==> src/sv/dsfv_pkg.sv <==
// ----------------------------------------------------------------------------
// dsfv_pkg
// Shared types and constants of the dual sensor fault voter.
// ----------------------------------------------------------------------------
package dsfv_pkg;

  localparam int unsigned ReadingWidth = 16;
  localparam int unsigned FaultWidth   = 4;
  localparam int unsigned StuckWidth   = 12;
  localparam int unsigned DevWidth     = 15;
  localparam int unsigned PaddrWidth   = 4;
  localparam int unsigned PdataWidth   = 32;
  localparam int unsigned CountWidth   = 2;

  // Q3.12 value -1.0 marks a sensor that is not working
  localparam logic signed [ReadingWidth-1:0] Marker = -16'sd4096;

  // Fault bit positions
  localparam int unsigned FltStuck   = 0;
  localparam int unsigned FltDev     = 1;
  localparam int unsigned FltDead    = 2;
  localparam int unsigned FltRange   = 3;

  // Register indexes (byte address is 4 * index)
  localparam logic [1:0] RegStuckThr  = 2'd0;
  localparam logic [1:0] RegDevLimit  = 2'd1;
  localparam logic [1:0] RegRangeLow  = 2'd2;
  localparam logic [1:0] RegRangeHigh = 2'd3;

  // Reset values of the registers
  localparam logic [StuckWidth-1:0]          StuckThrRst  = 12'd41;
  localparam logic [DevWidth-1:0]            DevLimitRst  = 15'd8192;
  localparam logic signed [ReadingWidth-1:0] RangeLowRst  = 16'sd4096;
  localparam logic signed [ReadingWidth-1:0] RangeHighRst = 16'sd20480;

  typedef struct packed {
    logic signed [ReadingWidth-1:0] reading_a;
    logic signed [ReadingWidth-1:0] reading_b;
    logic                           series_start;
  } in_t;

  typedef struct packed {
    logic signed [ReadingWidth-1:0] voted_value;
    logic [FaultWidth-1:0]          faults_a;
    logic [FaultWidth-1:0]          faults_b;
  } out_t;

  typedef struct packed {
    logic [StuckWidth-1:0]          stuck_threshold;
    logic [DevWidth-1:0]            deviation_limit;
    logic signed [ReadingWidth-1:0] range_low;
    logic signed [ReadingWidth-1:0] range_high;
  } cfg_t;

endpackage

==> src/sv/dsfv_cfg_regs.sv <==
// ----------------------------------------------------------------------------
// dsfv_cfg_regs
// APB register bank holding the fault thresholds and range bounds.
// ----------------------------------------------------------------------------
module dsfv_cfg_regs (
  input  logic                                 clk_i,
  input  logic                                 rst_ni,
  input  logic                                 psel,
  input  logic                                 penable,
  input  logic                                 pwrite,
  input  logic [dsfv_pkg::PaddrWidth-1:0]      paddr,
  input  logic [dsfv_pkg::PdataWidth-1:0]      pwdata,
  output logic [dsfv_pkg::PdataWidth-1:0]      prdata,
  output logic                                 pready,
  output dsfv_pkg::cfg_t                       cfg_o
);

  dsfv_pkg::cfg_t cfg_q;
  logic           wr_en;
  logic [1:0]     reg_idx;

  assign pready  = 1'b1;
  assign wr_en   = psel && penable && pwrite;
  assign reg_idx = paddr[3:2];

  always_ff @(posedge clk_i or negedge rst_ni) begin
    if (!rst_ni) begin
      cfg_q.stuck_threshold <= dsfv_pkg::StuckThrRst;
      cfg_q.deviation_limit <= dsfv_pkg::DevLimitRst;
      cfg_q.range_low       <= dsfv_pkg::RangeLowRst;
      cfg_q.range_high      <= dsfv_pkg::RangeHighRst;
    end else if (wr_en) begin
      case (reg_idx)
        dsfv_pkg::RegStuckThr: begin
          cfg_q.stuck_threshold <= pwdata[dsfv_pkg::StuckWidth-1:0];
        end
        dsfv_pkg::RegDevLimit: begin
          cfg_q.deviation_limit <= pwdata[dsfv_pkg::DevWidth-1:0];
        end
        dsfv_pkg::RegRangeLow: begin
          cfg_q.range_low <= pwdata[dsfv_pkg::ReadingWidth-1:0];
        end
        dsfv_pkg::RegRangeHigh: begin
          cfg_q.range_high <= pwdata[dsfv_pkg::ReadingWidth-1:0];
        end
        default: begin
        end
      endcase
    end
  end

  always_comb begin
    case (reg_idx)
      dsfv_pkg::RegStuckThr: begin
        prdata = {20'd0, cfg_q.stuck_threshold};
      end
      dsfv_pkg::RegDevLimit: begin
        prdata = {17'd0, cfg_q.deviation_limit};
      end
      dsfv_pkg::RegRangeLow: begin
        prdata = {{16{cfg_q.range_low[15]}}, cfg_q.range_low};
      end
      dsfv_pkg::RegRangeHigh: begin
        prdata = {{16{cfg_q.range_high[15]}}, cfg_q.range_high};
      end
      default: begin
        prdata = '0;
      end
    endcase
  end

  assign cfg_o = cfg_q;

endmodule

==> src/sv/dsfv_sensor_check.sv <==
// ----------------------------------------------------------------------------
// dsfv_sensor_check
// Fault flags of one sensor from its reading and its two previous readings.
// ----------------------------------------------------------------------------
module dsfv_sensor_check (
  input  logic signed [dsfv_pkg::ReadingWidth-1:0] reading_i,
  input  logic signed [dsfv_pkg::ReadingWidth-1:0] prev0_i,
  input  logic signed [dsfv_pkg::ReadingWidth-1:0] prev1_i,
  input  logic [dsfv_pkg::CountWidth-1:0]          count_i,
  input  dsfv_pkg::cfg_t                           cfg_i,
  output logic [dsfv_pkg::FaultWidth-1:0]          faults_o
);

  // Exact magnitude of a difference of two 16-bit signed values
  function automatic logic [15:0] abs_diff(input logic signed [15:0] x,
                                           input logic signed [15:0] y);
    logic signed [16:0] d;
    logic signed [16:0] m;
    d = 17'(x) - 17'(y);
    m = d[16] ? -d : d;
    return m[15:0];
  endfunction

  logic [15:0] step_now;
  logic [15:0] step_old;
  logic        is_dead;
  logic        prev_dead;

  assign step_now  = abs_diff(reading_i, prev0_i);
  assign step_old  = abs_diff(prev0_i, prev1_i);
  assign is_dead   = (reading_i == dsfv_pkg::Marker);
  assign prev_dead = (prev0_i == dsfv_pkg::Marker);

  always_comb begin
    faults_o = '0;
    faults_o[dsfv_pkg::FltStuck] = (count_i >= 2'd2)
                                   && (step_now < {4'd0, cfg_i.stuck_threshold})
                                   && (step_old < {4'd0, cfg_i.stuck_threshold});
    faults_o[dsfv_pkg::FltDev]   = (count_i >= 2'd1)
                                   && (step_now > {1'b0, cfg_i.deviation_limit})
                                   && !is_dead && !prev_dead;
    faults_o[dsfv_pkg::FltDead]  = is_dead;
    faults_o[dsfv_pkg::FltRange] = (reading_i <= cfg_i.range_low)
                                   || (reading_i > cfg_i.range_high);
  end

endmodule

==> src/sv/dual_sensor_fault_voter.sv <==
// ----------------------------------------------------------------------------
// dual_sensor_fault_voter
// Checks two redundant sensor readings for faults and votes one value.
//
//   channel   direction  handshake                   payload
//   in        input      in_valid_i / in_stall_o     in_data_i  (in_t)
//   out       output     out_valid_o / out_stall_i   out_data_o (out_t)
//   config    input      APB psel/penable/pwrite     paddr, pwdata, prdata
//
// One item per cycle sustained while the output is not stalled; an item passes
// the input register and then the result register before it is offered out.
// Fault checks and the vote sit between the two registers; the history
// of readings advances as an item moves into the result register.
// Reset clears the history and the sample count and loads register defaults.
// While a result is stalled the input register still takes one more item.
// ----------------------------------------------------------------------------
module dual_sensor_fault_voter (
  input  logic                                 clk_i,
  input  logic                                 rst_ni,
  input  logic                                 in_valid_i,
  output logic                                 in_stall_o,
  input  dsfv_pkg::in_t                        in_data_i,
  output logic                                 out_valid_o,
  input  logic                                 out_stall_i,
  output dsfv_pkg::out_t                       out_data_o,
  input  logic                                 psel,
  input  logic                                 penable,
  input  logic                                 pwrite,
  input  logic [dsfv_pkg::PaddrWidth-1:0]      paddr,
  input  logic [dsfv_pkg::PdataWidth-1:0]      pwdata,
  output logic [dsfv_pkg::PdataWidth-1:0]      prdata,
  output logic                                 pready
);

  dsfv_pkg::cfg_t cfg;

  logic           s1_valid_q;
  dsfv_pkg::in_t  s1_data_q;
  logic           out_valid_q;
  dsfv_pkg::out_t out_data_q;
  dsfv_pkg::out_t out_data_d;

  logic signed [dsfv_pkg::ReadingWidth-1:0] prev_a0_q, prev_a1_q;
  logic signed [dsfv_pkg::ReadingWidth-1:0] prev_b0_q, prev_b1_q;
  logic [dsfv_pkg::CountWidth-1:0]          seen_q, seen_d;
  logic [dsfv_pkg::CountWidth-1:0]          count;

  logic                                     in_xfer;
  logic                                     s1_adv;
  logic [dsfv_pkg::FaultWidth-1:0]          faults_a, faults_b;
  logic signed [dsfv_pkg::ReadingWidth:0]   sum;
  logic signed [dsfv_pkg::ReadingWidth:0]   mean;

  dsfv_cfg_regs u_cfg (
    .clk_i   (clk_i),
    .rst_ni  (rst_ni),
    .psel    (psel),
    .penable (penable),
    .pwrite  (pwrite),
    .paddr   (paddr),
    .pwdata  (pwdata),
    .prdata  (prdata),
    .pready  (pready),
    .cfg_o   (cfg)
  );

  // Advance the input register when the result register is free or draining
  assign s1_adv     = s1_valid_q && (!out_valid_q || !out_stall_i);
  assign in_stall_o = s1_valid_q && out_valid_q && out_stall_i;
  assign in_xfer    = in_valid_i && !in_stall_o;

  // A new series ignores the history for this sample
  assign count  = s1_data_q.series_start ? '0 : seen_q;
  assign seen_d = (count >= 2'd2) ? 2'd2 : count + 2'd1;

  dsfv_sensor_check u_check_a (
    .reading_i (s1_data_q.reading_a),
    .prev0_i   (prev_a0_q),
    .prev1_i   (prev_a1_q),
    .count_i   (count),
    .cfg_i     (cfg),
    .faults_o  (faults_a)
  );

  dsfv_sensor_check u_check_b (
    .reading_i (s1_data_q.reading_b),
    .prev0_i   (prev_b0_q),
    .prev1_i   (prev_b1_q),
    .count_i   (count),
    .cfg_i     (cfg),
    .faults_o  (faults_b)
  );

  // Floor of the mean: arithmetic shift of the 17-bit sum
  assign sum  = 17'(s1_data_q.reading_a) + 17'(s1_data_q.reading_b);
  assign mean = sum >>> 1;

  always_comb begin
    out_data_d.faults_a = faults_a;
    out_data_d.faults_b = faults_b;
    if (faults_a == '0 && faults_b == '0) begin
      out_data_d.voted_value = mean[dsfv_pkg::ReadingWidth-1:0];
    end else if (faults_a == '0) begin
      out_data_d.voted_value = s1_data_q.reading_a;
    end else if (faults_b == '0) begin
      out_data_d.voted_value = s1_data_q.reading_b;
    end else begin
      out_data_d.voted_value = dsfv_pkg::Marker;
    end
  end

  always_ff @(posedge clk_i or negedge rst_ni) begin
    if (!rst_ni) begin
      s1_valid_q <= 1'b0;
    end else if (in_xfer) begin
      s1_valid_q <= 1'b1;
    end else if (s1_adv) begin
      s1_valid_q <= 1'b0;
    end
  end

  always_ff @(posedge clk_i) begin
    if (in_xfer) begin
      s1_data_q <= in_data_i;
    end
  end

  always_ff @(posedge clk_i or negedge rst_ni) begin
    if (!rst_ni) begin
      out_valid_q <= 1'b0;
    end else if (s1_adv) begin
      out_valid_q <= 1'b1;
    end else if (!out_stall_i) begin
      out_valid_q <= 1'b0;
    end
  end

  always_ff @(posedge clk_i) begin
    if (s1_adv) begin
      out_data_q <= out_data_d;
    end
  end

  always_ff @(posedge clk_i or negedge rst_ni) begin
    if (!rst_ni) begin
      prev_a0_q <= '0;
      prev_a1_q <= '0;
      prev_b0_q <= '0;
      prev_b1_q <= '0;
      seen_q    <= '0;
    end else if (s1_adv) begin
      prev_a0_q <= s1_data_q.reading_a;
      prev_a1_q <= prev_a0_q;
      prev_b0_q <= s1_data_q.reading_b;
      prev_b1_q <= prev_b0_q;
      seen_q    <= seen_d;
    end
  end

  assign out_valid_o = out_valid_q;
  assign out_data_o  = out_data_q;

`ifndef SYNTHESIS
  a_stall_holds_item : assert property (@(posedge clk_i) disable iff (!rst_ni)
    in_stall_o |-> s1_valid_q)
    else $error("input stalled with empty input register");

  a_seen_saturates : assert property (@(posedge clk_i) disable iff (!rst_ni)
    seen_q != 2'd3)
    else $error("sample count passed saturation");

  a_both_failed_marker : assert property (@(posedge clk_i) disable iff (!rst_ni)
    (out_valid_o && out_data_o.faults_a != '0 && out_data_o.faults_b != '0)
      |-> (out_data_o.voted_value == dsfv_pkg::Marker))
    else $error("both sensors failed but vote is not the marker");

  a_history_follows : assert property (@(posedge clk_i) disable iff (!rst_ni)
    s1_adv |=> (prev_a0_q == $past(s1_data_q.reading_a))
               && (prev_b0_q == $past(s1_data_q.reading_b)))
    else $error("history did not take the transferred readings");

  a_stuck_needs_history : assert property (@(posedge clk_i) disable iff (!rst_ni)
    (s1_valid_q && s1_data_q.series_start)
      |-> (faults_a[dsfv_pkg::FltStuck] == 1'b0 && faults_b[dsfv_pkg::FltStuck] == 1'b0))
    else $error("stuck flagged on first sample of a series");
`endif

endmodule
==> config.mk <==
export PLATFORM = sky130hd
export DESIGN_NAME = dual_sensor_fault_voter
export DESIGN_NICKNAME = d
export VERILOG_FILES = /design/src/sv/dsfv_pkg.sv /design/src/sv/dsfv_cfg_regs.sv /design/src/sv/dsfv_sensor_check.sv /design/src/sv/dual_sensor_fault_voter.sv
export SDC_FILE = /design/constraint.sdc
export NUM_CORES = 1
export LEC_CHECK = 0
export ABC_AREA = 1
export BUFFER_PORTS_ARGS = -buffer_cell sky130_fd_sc_hd__buf_2
export CAP_MARGIN = 20
export CORE_ASPECT_RATIO = 1.25
export CORE_MARGIN = 3
export CORE_UTILIZATION = 35
export CTS_BUF_LIST = sky130_fd_sc_hd__clkbuf_4 sky130_fd_sc_hd__clkbuf_8
export DETAILED_ROUTE_END_ITERATION = 10
export GPL_TIMING_DRIVEN = 0
export MAX_ROUTING_LAYER = met4
export PLACE_DENSITY_LB_ADDON = 0.1
export REMOVE_ABC_BUFFERS = 1
export SLEW_MARGIN = 15
export SYNTH_ARGS = -nofsm -noshare
export SYNTH_HDL_FRONTEND = slang
export SYNTH_HIERARCHICAL = 1
export SYNTH_SLANG_ARGS = --single-unit
==> constraint.sdc <==
create_clock -name clk_i -period 7.3 [get_ports clk_i]
set_input_delay 0.365 -clock clk_i [delete_from_list [all_inputs] [get_ports clk_i]]
set_output_delay 0.365 -clock clk_i [all_outputs]
set_load 0.1 [all_outputs]
==> results.yml <==
status:
  outcome: "finished clean"
placed_design:
  port_buffers: 115
  post-place-ws_ps: 416
  placed_area_um2: 19400
  dp_hpwl_um: 48800
  routabilityCongestion: 0.912
die:
  core-area_um2: 51500
  pin_count: 135
  die_area_um2: 55000
  start_util_pct: 35.5
  die_height_um: 262
  num_rows: 93
  die-width_um: 210
power:
  p_per_area_nw_per_um2: 390
  ir_drop_uv: 191
  p_leak_nw: 10.9
clocking:
  htreeDepth: 4
  cts_buffers: 17
  clk_latency_ps: 590
  clk_transition_reported_paths_ps: 110
  post_cts_buffers: 0
  cts_tree: "built"
  clockBufferDepth: 2
  root_buffer: "clkbuf_8"
  cts_sinks: 184
synthesis:
  ys_seq_area_share_pct: 26.8
  synth_area_leader_cell: "nand2_1"
  synth.distinct_cells: 58
  yosys.cell_count.top_type: "nand2_1"
  synth_edf_count: 57
  postSynthAreaPerCell_um2: 6.76
  ys_async_sr_fraction_pct: 69.0
  synth_area_um2: 18300
  synth_area_leaders: "nand2_1 (18%), dfrtp_1 (16%), ha_1 (15%), inv_1 (10%), edfxtp_1 (9.4%)"
  postSynthCellCount: 2705
  ys_ff_latch: 184
  yosysWarningCount: 6
  synth_ff_type: "dfrtp_1"
  synthTopCellsByCount: "nand2_1 (860), inv_1 (488), ha_1 (221), nand3_1 (172), nor2_1 (126)"
  synth_top_area_share_pct: 17.7
route:
  post_drt_via_cell_ratio: 4.95
  num_vias: 17300
  wirelength_um: 61800
  drc_errors: 0
  ant_nets: 0
  drtPass1Iterations: 6
  drt_iter0_markers: 1070
  wl_per_cell_um: 17.6
grt:
  grt_pass1_wl_um: 95000
  grt_use_total_pct: 23.4
  antenna_found_initial: 1
  grt_pass1_vias: 16800
  overflow: 0
  grt_max_degree: 96
finish:
  finish.instance_area_um2: 20300
  multi_input_area_um2: 11100
  seq_area_um2: 4900
  area_growth_pct: 10.8
  fin_nets: 3129
  fill_cells: 5581
  drive_gt1_share_pct: 10.2
sta:
  skew_ps: 24.4
  setup_viol: 0
  hold_viol: 0
  fin_crit_ps: 6500
  relSlewSlack_pct: 19.7
  setup_slack_ps: 798
  worst_pin_slew_ps: 1200
  clock.fmax_ghz: 0.154
  rsz0062_at_grt: "no"
  fin_crit_sh_pct: 89.1
  slew_violations: 0
hold_path:
  hp-class: "in2reg"
setup_path:
  setup.worst_path.start_class: "flop"
  criticalPathCategory: "reg2reg"
  critPathArrivalTime_ps: 6910
  cp.buffers_inverters: 4
  max_stage_delay_ps: 540
  critical_path.slowest_cell: "nor2_2"
  worst_ep_required_time_ps: 7710
  cp_top_family: "simple AND/OR/NAND/NOR gates"
  path_max_fanout: 14
  critPathMostFrequentCell: "nand2_1"
  end_kind: "flop"
  r2r_slack_ps: 800
flow_run:
  cap_violations: 0
-- registers in the layout, summed over array words and instances, names as in the netlist --
name         count
out_valid_o      1
prev_a1_q       16
u_cfg/cfg_o     59
prev_b0_q       16
out_data_o      24
prev_b1_q       16
prev_a0_q       16
seen_q           2
s1_data_q       33
s1_valid_q       1
-- power breakdown --
| part | total (mW) | internal, mW | switching, mW |
|---|---|---|---|
| Clock | 0.783 | 0.328 | 0.455 |
| Combinational | 5.52 | 1.84 | 3.69 |
| Sequential | 1.61 | 1.30 | 0.302 |
| Total | 7.91 | 3.47 | 4.44 |
-- layout make-up --
class / count / share of cell area (%)
multi-input combinational: 1951 / 54.7
sequential: 184 / 24.2
inverter: 512 / 9.51
timing repair buffer: 161 / 5.40
tap: 665 / 4.11
clock buffer: 18 / 1.22
clock inverter: 14 / 0.914
antenna: 1 / 0.0124
-- timing repair --
action                                 in CTS  in global routing
hold buffers                               42                  0
endpoints found under the hold margin      75                  0
gates resized for setup                     0                  1
setup endpoints to repair                   0                  7
-- kinds of logic (layout without fill, tap and decap cells) --
group	after synthesis	in the layout	share of synthesized area, %
flip-flops	184	184	26.8
XOR/XNOR	57	57	2.73
buffers and inverters	570	705	12.7
AO/OA/AOI/OAI	286	286	8.55
adder cells (fa/ha/maj)	226	226	15.7
other	1	2	0.0205
AND/OR/NAND/NOR	1381	1381	33.6
-- worst register-to-register path: cells and delay by family (launching register included) --
family | cells | cell delay [ps]
AOI/OAI and AO/OA | 9 | 1560
buffers and inverters | 4 | 860
and+or+nand+nor | 16 | 2430
DFF | 1 | 510
adders and majority gates | 3 | 970
-- cell usage in the layout (no fill, tap or decap), types with 14 or more instances in the layout --
master         synthesis  layout
nand3b_1              16      16
nor2_1               126     125
dfrtp_1              120     120
xor2_1                49      49
edfxtp_1              57      57
ha_1                 221     221
nand2_2               48      48
nor2_2                15      16
nor3_1                17      17
inv_1                488     487
dlygate4sd3_1          0      42
nand2_1              860     860
nand4_1               64      64
clkbuf_8               0      18
inv_2                 22      23
o21ai_0              110     110
nand3_1              172     172
nand3_2               14      14
buf_2                 17     114
a21oi_1              125     125
-- layer usage --
metal / wire [µm] / global-route usage [%] / vias to the layer above
li1: - / - / 8865
met1: 24100 / 24.4 / 8062
met2: 33300 / 44.3 / 312
met3: 1870 / 3.02 / 100
met4: 2520 / 9.66 / 0
met5: 0 / - / -
-- stage by stage --
stage / cells / power [mW] / hold slack, ps / util, % / TNS, ps
after floorplan: 2647 / 5.66 / 69.4 / - / -74070
after global placement: 3427 / 7.03 / 466 / 37.4 / 0
after detailed placement: 3430 / 7.18 / 256 / 37.6 / 0
after CTS: 3504 / 8.02 / 1.51 / 39.3 / 0
after global routing: 3506 / 8.85 / 23.1 / 39.3 / 0
final: 3506 / 7.91 / 50.5 / 39.3 / 0
-- worst paths after layout --
check                               from               to  depth (start not counted)
max                         s1_data_q[1]   out_data_o[12]                         32
min                           pwdata[12]  u_cfg/cfg_o[28]                          3
max reg2reg                 s1_data_q[1]   out_data_o[12]                         32
min reg2reg                prev_b1_q[14]    prev_b1_q[14]                          2
max in group asynchronous         rst_ni  u_cfg/cfg_o[50]                          3
min in group asynchronous         rst_ni     prev_b0_q[4]                          2
(Power assumes the default switching activity.)
